<file path="src/hdl/ppmfg_pkg.sv">
// ----------------------------------------------------------------------------
// ppmfg_pkg
// Shared widths, codes and reset values of the PPM frame generator.
// ----------------------------------------------------------------------------
package ppmfg_pkg;

  // Field widths.
  localparam int OpW      = 1;
  localparam int ChanW    = 3;
  localparam int ValW     = 16;
  localparam int TpuW     = 8;
  localparam int TickW    = 16;
  localparam int SlotW    = 4;
  localparam int CfgIdxW  = 2;
  localparam int CfgDataW = 16;

  // Default number of channels in a frame.
  localparam int NumChannelsDefault = 5;

  // Item opcodes.
  localparam logic [OpW-1:0] OpTick  = 1'b0;
  localparam logic [OpW-1:0] OpWrite = 1'b1;

  // Configuration register indexes.
  localparam logic [CfgIdxW-1:0] CfgTicksPerUs = 2'd0;
  localparam logic [CfgIdxW-1:0] CfgPulseTicks = 2'd1;
  localparam logic [CfgIdxW-1:0] CfgFrameTicks = 2'd2;

  // Configuration reset values.
  localparam logic [TpuW-1:0]  TicksPerUsRst = 8'd2;
  localparam logic [TickW-1:0] PulseTicksRst = 16'd600;
  localparam logic [TickW-1:0] FrameTicksRst = 16'd45000;

  // Slot code held during the padding interval; stands for minus one.
  localparam logic [SlotW-1:0] SlotWrap = 4'hF;

endpackage

</file>
<file path="src/hdl/ppmfg_if.sv">
// ----------------------------------------------------------------------------
// ppmfg_in_if / ppmfg_out_if
// Valid/ready channels carrying input items and result items.
// ----------------------------------------------------------------------------
interface ppmfg_in_if;
  logic                        valid;
  logic                        ready;
  logic [ppmfg_pkg::OpW-1:0]   opcode;
  logic [ppmfg_pkg::ChanW-1:0] channel_index;
  logic [ppmfg_pkg::ValW-1:0]  value_us;

  modport source (output valid, output opcode, output channel_index, output value_us,
                  input ready);
  modport sink   (input valid, input opcode, input channel_index, input value_us,
                  output ready);
endinterface

interface ppmfg_out_if;
  logic valid;
  logic ready;
  logic ppm_level;
  logic frame_start;

  modport source (output valid, output ppm_level, output frame_start, input ready);
  modport sink   (input valid, input ppm_level, input frame_start, output ready);
endinterface

</file>
<file path="src/hdl/ppm_frame_generator.sv">
// ----------------------------------------------------------------------------
// ppm_frame_generator
// RC pulse-position frame encoder driven by tick and channel-write items.
// ----------------------------------------------------------------------------
// The block accepts one item per clock cycle and returns one result for each
// item, in order, through an output register; a stalled output holds the
// pipeline. Items pass an input stage, which reads the old value of the
// addressed channel and scales the new one, and an execute stage, which
// updates the timing state and writes the channel memory. The channel
// memory has one write port and two read ports; the port that serves ticks
// always prefetches the entry of the current slot, and same-cycle writes are
// forwarded, so the sustained rate is one item per cycle. Channel entries
// read as zero after reset through per-entry valid bits; no clearing pass runs.
module ppm_frame_generator #(
  parameter int NUM_CHANNELS = ppmfg_pkg::NumChannelsDefault
) (
  input  logic                             clk_i,
  input  logic                             rst_ni,
  input  logic                             cfg_we_i,
  input  logic [ppmfg_pkg::CfgIdxW-1:0]    cfg_idx_i,
  input  logic [ppmfg_pkg::CfgDataW-1:0]   cfg_data_i,
  ppmfg_in_if.sink                         in_i,
  ppmfg_out_if.source                      out_o
);

  localparam int IdxW = (NUM_CHANNELS > 1) ? $clog2(NUM_CHANNELS) : 1;
  localparam int TickW = ppmfg_pkg::TickW;
  localparam int SlotW = ppmfg_pkg::SlotW;

  // Configuration registers.
  logic [ppmfg_pkg::TpuW-1:0] tpu_q;
  logic [TickW-1:0]           pulse_q, frame_q;

  always_ff @(posedge clk_i or negedge rst_ni) begin
    if (!rst_ni) begin
      tpu_q   <= ppmfg_pkg::TicksPerUsRst;
      pulse_q <= ppmfg_pkg::PulseTicksRst;
      frame_q <= ppmfg_pkg::FrameTicksRst;
    end else if (cfg_we_i) begin
      unique case (cfg_idx_i)
        ppmfg_pkg::CfgTicksPerUs: tpu_q   <= cfg_data_i[ppmfg_pkg::TpuW-1:0];
        ppmfg_pkg::CfgPulseTicks: pulse_q <= cfg_data_i;
        ppmfg_pkg::CfgFrameTicks: frame_q <= cfg_data_i;
        default: ;
      endcase
    end
  end

  // Pipeline control.
  logic s1_vld_q, out_vld_q;
  logic advance, accept, exec;

  assign advance    = !out_vld_q || out_o.ready;
  assign in_i.ready = !s1_vld_q || advance;
  assign accept     = in_i.valid && in_i.ready;
  assign exec       = s1_vld_q && advance;

  // Input stage: range check and scaling of the written value.
  logic                        in_range;
  logic [IdxW-1:0]             in_idx;
  logic [TickW+ppmfg_pkg::TpuW-1:0] prod;
  logic [TickW-1:0]            scaled;

  assign in_range = ({1'b0, in_i.channel_index} < (ppmfg_pkg::ChanW+1)'(NUM_CHANNELS));
  assign in_idx   = in_range ? in_i.channel_index[IdxW-1:0] : '0;
  assign prod     = in_i.value_us * tpu_q;
  assign scaled   = prod[TickW-1:0] - pulse_q;

  logic [ppmfg_pkg::OpW-1:0] s1_op_q;
  logic                      s1_range_q;
  logic [IdxW-1:0]           s1_idx_q;
  logic [TickW-1:0]          s1_val_q;

  always_ff @(posedge clk_i or negedge rst_ni) begin
    if (!rst_ni) begin
      s1_vld_q <= 1'b0;
    end else begin
      s1_vld_q <= accept || (s1_vld_q && !advance);
    end
  end

  always_ff @(posedge clk_i) begin
    if (accept) begin
      s1_op_q    <= in_i.opcode;
      s1_range_q <= in_range;
      s1_idx_q   <= in_idx;
      s1_val_q   <= scaled;
    end
  end

  // Execute-stage state.
  logic             line_q, line_d;
  logic [SlotW-1:0] slot_q, slot_d;
  logic [TickW-1:0] cnt_q, cnt_d;
  logic [TickW-1:0] intv_q, intv_d;
  logic [TickW-1:0] pad_q, pad_d;
  logic [TickW-1:0] sum_q, sum_d;
  logic             fs_d;

  logic [TickW-1:0] slot_data, old_data, sum_new, total;
  logic             mem_we;
  logic [IdxW-1:0]  ra_addr;

  assign sum_new = sum_q - old_data + s1_val_q;
  assign total   = sum_new + TickW'(NUM_CHANNELS * pulse_q);
  assign mem_we  = exec && (s1_op_q == ppmfg_pkg::OpWrite) && s1_range_q;

  // Execute stage: tick timing and channel-write bookkeeping.
  always_comb begin
    line_d = line_q;
    slot_d = slot_q;
    cnt_d  = cnt_q;
    intv_d = intv_q;
    pad_d  = pad_q;
    sum_d  = sum_q;
    fs_d   = 1'b0;
    if (exec) begin
      unique case (s1_op_q)
        ppmfg_pkg::OpWrite: begin
          if (s1_range_q) begin
            sum_d = sum_new;
            pad_d = frame_q - total;
          end
        end
        default: begin
          if (cnt_q == intv_q) begin
            cnt_d = '0;
            if (!line_q) begin
              intv_d = pulse_q;
              slot_d = slot_q + 1'b1;
              line_d = 1'b1;
            end else begin
              if (slot_q < SlotW'(NUM_CHANNELS)) begin
                intv_d = slot_data;
              end else begin
                intv_d = pad_q;
                slot_d = ppmfg_pkg::SlotWrap;
                fs_d   = 1'b1;
              end
              line_d = 1'b0;
            end
          end else begin
            cnt_d = cnt_q + 1'b1;
          end
        end
      endcase
    end
  end

  always_ff @(posedge clk_i or negedge rst_ni) begin
    if (!rst_ni) begin
      line_q <= 1'b0;
      slot_q <= '0;
      cnt_q  <= '0;
      intv_q <= ppmfg_pkg::PulseTicksRst;
      pad_q  <= '0;
      sum_q  <= '0;
    end else begin
      line_q <= line_d;
      slot_q <= slot_d;
      cnt_q  <= cnt_d;
      intv_q <= intv_d;
      pad_q  <= pad_d;
      sum_q  <= sum_d;
    end
  end

  // Prefetch the entry of the slot that the next item will see.
  assign ra_addr = (slot_d < SlotW'(NUM_CHANNELS)) ? slot_d[IdxW-1:0] : '0;

  ppmfg_chan_store #(
    .NUM_CHANNELS(NUM_CHANNELS)
  ) u_store (
    .clk_i     (clk_i),
    .rst_ni    (rst_ni),
    .we_i      (mem_we),
    .waddr_i   (s1_idx_q),
    .wdata_i   (s1_val_q),
    .ra_addr_i (ra_addr),
    .ra_data_o (slot_data),
    .rb_en_i   (accept),
    .rb_addr_i (in_idx),
    .rb_data_o (old_data)
  );

  // Output register.
  logic out_level_q, out_fs_q;

  always_ff @(posedge clk_i or negedge rst_ni) begin
    if (!rst_ni) begin
      out_vld_q <= 1'b0;
    end else begin
      out_vld_q <= exec || (out_vld_q && !out_o.ready);
    end
  end

  always_ff @(posedge clk_i) begin
    if (exec) begin
      out_level_q <= line_d;
      out_fs_q    <= fs_d;
    end
  end

  assign out_o.valid       = out_vld_q;
  assign out_o.ppm_level   = out_level_q;
  assign out_o.frame_start = out_fs_q;

endmodule

</file>
<file path="src/hdl/ppmfg_chan_store.sv">
// ----------------------------------------------------------------------------
// ppmfg_chan_store
// Channel interval memory: one write port, two registered read ports, with
// forwarding of a same-cycle write and per-entry valid bits for the zero reset.
// ----------------------------------------------------------------------------
module ppmfg_chan_store #(
  parameter int NUM_CHANNELS = ppmfg_pkg::NumChannelsDefault,
  localparam int IdxW = (NUM_CHANNELS > 1) ? $clog2(NUM_CHANNELS) : 1
) (
  input  logic                         clk_i,
  input  logic                         rst_ni,
  input  logic                         we_i,
  input  logic [IdxW-1:0]              waddr_i,
  input  logic [ppmfg_pkg::TickW-1:0]  wdata_i,
  input  logic [IdxW-1:0]              ra_addr_i,
  output logic [ppmfg_pkg::TickW-1:0]  ra_data_o,
  input  logic                         rb_en_i,
  input  logic [IdxW-1:0]              rb_addr_i,
  output logic [ppmfg_pkg::TickW-1:0]  rb_data_o
);

  logic [ppmfg_pkg::TickW-1:0] mem_q [NUM_CHANNELS];
  logic [NUM_CHANNELS-1:0]     valid_q;

  logic [ppmfg_pkg::TickW-1:0] ra_rdata_q, rb_rdata_q;
  logic [ppmfg_pkg::TickW-1:0] ra_fwd_q, rb_fwd_q;
  logic                        ra_vld_q, rb_vld_q;
  logic                        ra_hit_q, rb_hit_q;

  // Memory array: write port and two read ports, read data registered.
  always_ff @(posedge clk_i) begin
    if (we_i) begin
      mem_q[waddr_i] <= wdata_i;
    end
    ra_rdata_q <= mem_q[ra_addr_i];
    ra_fwd_q   <= wdata_i;
    if (rb_en_i) begin
      rb_rdata_q <= mem_q[rb_addr_i];
      rb_fwd_q   <= wdata_i;
    end
  end

  // Valid bits and forwarding flags; an entry never written reads as zero.
  always_ff @(posedge clk_i or negedge rst_ni) begin
    if (!rst_ni) begin
      valid_q  <= '0;
      ra_vld_q <= 1'b0;
      ra_hit_q <= 1'b0;
      rb_vld_q <= 1'b0;
      rb_hit_q <= 1'b0;
    end else begin
      if (we_i) begin
        valid_q[waddr_i] <= 1'b1;
      end
      ra_vld_q <= valid_q[ra_addr_i];
      ra_hit_q <= we_i && (waddr_i == ra_addr_i);
      if (rb_en_i) begin
        rb_vld_q <= valid_q[rb_addr_i];
        rb_hit_q <= we_i && (waddr_i == rb_addr_i);
      end
    end
  end

  // Resolved read data.
  assign ra_data_o = ra_hit_q ? ra_fwd_q : (ra_vld_q ? ra_rdata_q : '0);
  assign rb_data_o = rb_hit_q ? rb_fwd_q : (rb_vld_q ? rb_rdata_q : '0);

endmodule

</file>
<file path="src/flat_wrapper.sv">
// flat-port wrapper written by rule: the top's interface ports become plain ports
module ppm_frame_generator_flat 
#(
  parameter int NUM_CHANNELS = ppmfg_pkg::NumChannelsDefault
)
  (clk_i, rst_ni, cfg_we_i, cfg_idx_i, cfg_data_i, in_i_valid, in_i_opcode, in_i_channel_index, in_i_value_us, in_i_ready, out_o_valid, out_o_ppm_level, out_o_frame_start, out_o_ready);
  ppmfg_in_if in_i_i ();
  ppmfg_out_if out_o_i ();
  input  logic clk_i;
  input  logic rst_ni;
  input  logic cfg_we_i;
  input  logic [ppmfg_pkg::CfgIdxW-1:0] cfg_idx_i;
  input  logic [ppmfg_pkg::CfgDataW-1:0] cfg_data_i;
  input wire logic [$bits(in_i_i.valid)-1:0] in_i_valid;
  input wire logic [$bits(in_i_i.opcode)-1:0] in_i_opcode;
  input wire logic [$bits(in_i_i.channel_index)-1:0] in_i_channel_index;
  input wire logic [$bits(in_i_i.value_us)-1:0] in_i_value_us;
  output wire logic [$bits(in_i_i.ready)-1:0] in_i_ready;
  output wire logic [$bits(out_o_i.valid)-1:0] out_o_valid;
  output wire logic [$bits(out_o_i.ppm_level)-1:0] out_o_ppm_level;
  output wire logic [$bits(out_o_i.frame_start)-1:0] out_o_frame_start;
  input wire logic [$bits(out_o_i.ready)-1:0] out_o_ready;
  assign in_i_i.valid = in_i_valid;
  assign in_i_i.opcode = in_i_opcode;
  assign in_i_i.channel_index = in_i_channel_index;
  assign in_i_i.value_us = in_i_value_us;
  assign in_i_ready = in_i_i.ready;
  assign out_o_valid = out_o_i.valid;
  assign out_o_ppm_level = out_o_i.ppm_level;
  assign out_o_frame_start = out_o_i.frame_start;
  assign out_o_i.ready = out_o_ready;
  ppm_frame_generator #(.NUM_CHANNELS(NUM_CHANNELS)) u_core (.clk_i(clk_i), .rst_ni(rst_ni), .cfg_we_i(cfg_we_i), .cfg_idx_i(cfg_idx_i), .cfg_data_i(cfg_data_i), .in_i(in_i_i), .out_o(out_o_i));
endmodule
</file>
<file path="config.mk">
export PLATFORM = sky130hd
export DESIGN_NAME = ppm_frame_generator_flat
export DESIGN_NICKNAME = d
export VERILOG_FILES = /design/src/hdl/ppmfg_pkg.sv /design/src/hdl/ppmfg_if.sv /design/src/hdl/ppm_frame_generator.sv /design/src/hdl/ppmfg_chan_store.sv /design/src/flat_wrapper.sv
export SDC_FILE = /design/constraint.sdc
export NUM_CORES = 1
export LEC_CHECK = 0
export BUFFER_PORTS_ARGS = -buffer_cell sky130_fd_sc_hd__buf_2
export CAP_MARGIN = 20
export CORE_UTILIZATION = 35
export DETAILED_ROUTE_END_ITERATION = 6
export MAX_ROUTING_LAYER = met4
export PLACE_DENSITY = 0.55
export RECOVER_POWER = 50
export SLEW_MARGIN = 30
export SYNTH_ARGS = -nofsm -noshare
export SYNTH_HDL_FRONTEND = slang
export SYNTH_HIERARCHICAL = 1
export SYNTH_SLANG_ARGS = --single-unit
export TNS_END_PERCENT = 50
</file>
<file path="constraint.sdc">
create_clock -name clk_i -period 7.7 [get_ports clk_i]
set_clock_uncertainty 0.05 [all_clocks]
set_input_delay 0.385 -clock clk_i [delete_from_list [all_inputs] [get_ports clk_i]]
set_output_delay 0.385 -clock clk_i [all_outputs]
set_load 0.02 [all_outputs]
</file>
==> results.tsv <==
metric	value	unit
outcome	finished with violations	
failing checks	capacitance limit, slew limit	
via count	11100	
Die Wd	227	um
total number of yosys warnings	6	
final net count	1785	
largest net degree at the start of global routing	65	
Core Footprint	49400	um^2
DR pass1 iterations	5	
fin area	19800	um^2
critical path arrival	6900	ps
min Tclk post-route	6480	ps
most frequent cells in the layout	inv_1, nand2_1, edfxtp_1	
CTS Root Buffer Type	clkbuf_16	
total gr overflow	0	
post-route setup TNS	0	ps
syn_nets	1727	
num ports	47	
CTS H-Tree Depth	2	
Synth Area per Inst	11.9	um^2
max-slew violations	145	
unrepaired setup endpoints after global routing	no	
full die area	51300	um^2
post-CTS setup buffer count	0	
Synth Instances	1487	
synth unique cells	72	
Final Wtd Congestion	0.884	
Site Rows	81	
Largest Register	u_core/u_store/mem_q	
Area growth, synth to finish	12.3	%
CTS tree	done	
worst min path class	input pin to flip-flop	
Setup crit end kind	flip-flop	
Hold Worst Slack	50.2	ps
share of post-route cells with drive strength above 1	16.6	%
Largest register FFs	80	
Initial Util	35.8	%
slew margin rel.	-144	%
Slew @ Worst Pin	3650	ps
Routed Antenna Nets	0	
violation count after the first detailed-routing iteration	658	
WL/cell	18.9	um
most common cell after layout, fill and taps aside	inv_1	
CP Launch Type	flip-flop	
Cell Area, Synth	17600	um^2
number of flops mapped to enable cells by yosys	135	
cts bufs inserted	34	
Hold Buf Count CTS	3	
CP Max Fanout	19	
vias per cell	4.96	
routed wire length	42200	um
Post-synth ARST share	41.8	%
area post-placement	18700	um^2
clk buf depth	3	
DIE HEIGHT	227	um
post-synth top area share	23.0	%
post_cts resized	0	
Setup violations, final	0	
fin crit share	84.2	%
ant diodes	0	
CTS clk-pin slew, worst paths	60	ps
post-DP HPWL	30600	um
clock sinks	287	
Residual DRC	0	
gr usage total	17.7	%
Crit Path Class	flip-flop to flip-flop	
Yosys reg bits	287	
initial antenna violation count	0	
I/O Buffers	46	
post-synthesis cell type with the largest combined area	edfxtp_1	
Seq/Total Area, Yosys	43.7	%
most area-consuming cells after synthesis	edfxtp_1, dfrtp_1, fa_1	
first-pass GRT wire length	66500	um
fmax	154	MHz
via count of the first global-routing pass	11600	
Final Hold Fails	0	
maxcap violations	3	
Top FF cell, synth	edfxtp_1	
Required @ worst endpoint	8110	ps
clock latency on the worst-skew pair	530	ps
path summary, 6_finish.rpt:
kind | from | end | slack, ps | cells past startpoint
min in group asynchronous | rst_ni | u_core/u_store/ra_vld_q | 1620 | 2
hold reg to reg | u_core/pad_q[14] | u_core/pad_q[14] | 430 | 2
setup reg to reg | u_core/u_store/rb_hit_q | u_core/pad_q[15] | 1220 | 26
setup / recovery | u_core/u_store/rb_hit_q | u_core/pad_q[15] | 1220 | 26
hold / removal | cfg_data_i[11] | u_core/pulse_q[11] | 50 | 2
max in group asynchronous | rst_ni | u_core/pulse_q[12] | 3730 | 3
per-stage QoR:
step | instances | util, % | worst slack [ps]
after detailed placement | 2170 | 37.8 | 1320
after global routing | 2235 | 40.2 | 866
after CTS | 2235 | 40.3 | 1260
final | 2235 | 40.2 | 1220
after global placement | 2170 | 37.8 | 1370
after floorplan | 1487 | - | 1790
worst max-delay path: stages, from the launching register on:
cell and delay, ps:
dfrtp_1 320, buf_4 210, nor2b_1 70, buf_4 190, a22o_1 200, ha_1 270
inv_1 40, ha_1 220, fa_1 480, a21oi_1 230, o211ai_1 170, o41ai_2 390
o21bai_1 110, a21oi_1 190, xnor2_1 160, ha_1 280, fa_1 490, fa_1 510
inv_1 40, ha_1 360, a21oi_1 220, a311oi_1 140, and2_1 190, or3_1 370
o311a_1 150, a211o_1 310, nand3_1 80
metal layers:
layer	part of all wire, %	global-route usage, %	vias up	wire length (um)
li1	-	-	5216	-
met1	46	22.6	5598	19300
met2	48	29.0	216	20300
met3	3.2	2.49	65	1350
met4	3.0	5.73	0	1270
met5	0	-	-	0
cells by family after synthesis:
kind of cell,after synthesis,share of synthesized area [%]
simple gates,345,9.73
flops,287,43.7
buf+inv,230,5.23
compound gates,214,7.83
fa+ha+maj,197,18.9
mux,127,10.2
xor+xnor,87,4.32
synthesized netlist by cell type, types with 9 or more instances:
library cell and instances:
inv_1 182, nand2_1 142, edfxtp_1 135, fa_1 117, dfrtp_1 102, ha_1 80, mux2_2 75, o21ai_0 75
and2_1 47, nor2_1 46, a21oi_1 45, xnor2_1 44, xor2_1 43, clkbuf_1 32, dfxtp_1 32, a22o_1 30
mux4_2 23, mux2i_1 20, nand3_1 19, nor3_1 19, dfstp_2 18, or2_2 10, a31oi_1 9, mux4_1 9
or3_1 9
cell type report:
cell class	count	area, um^2
flip-flops and latches	287	7720
fillers	4723	29500
well taps	664	831
inverters	185	697
repair buffers	67	369
multi-input cells	970	9020
clock buffers	48	1060
clock inverters	14	125
Power is not shown: default switching activity piles up to over one toggle a cycle in this logic, so the estimate is an artifact.
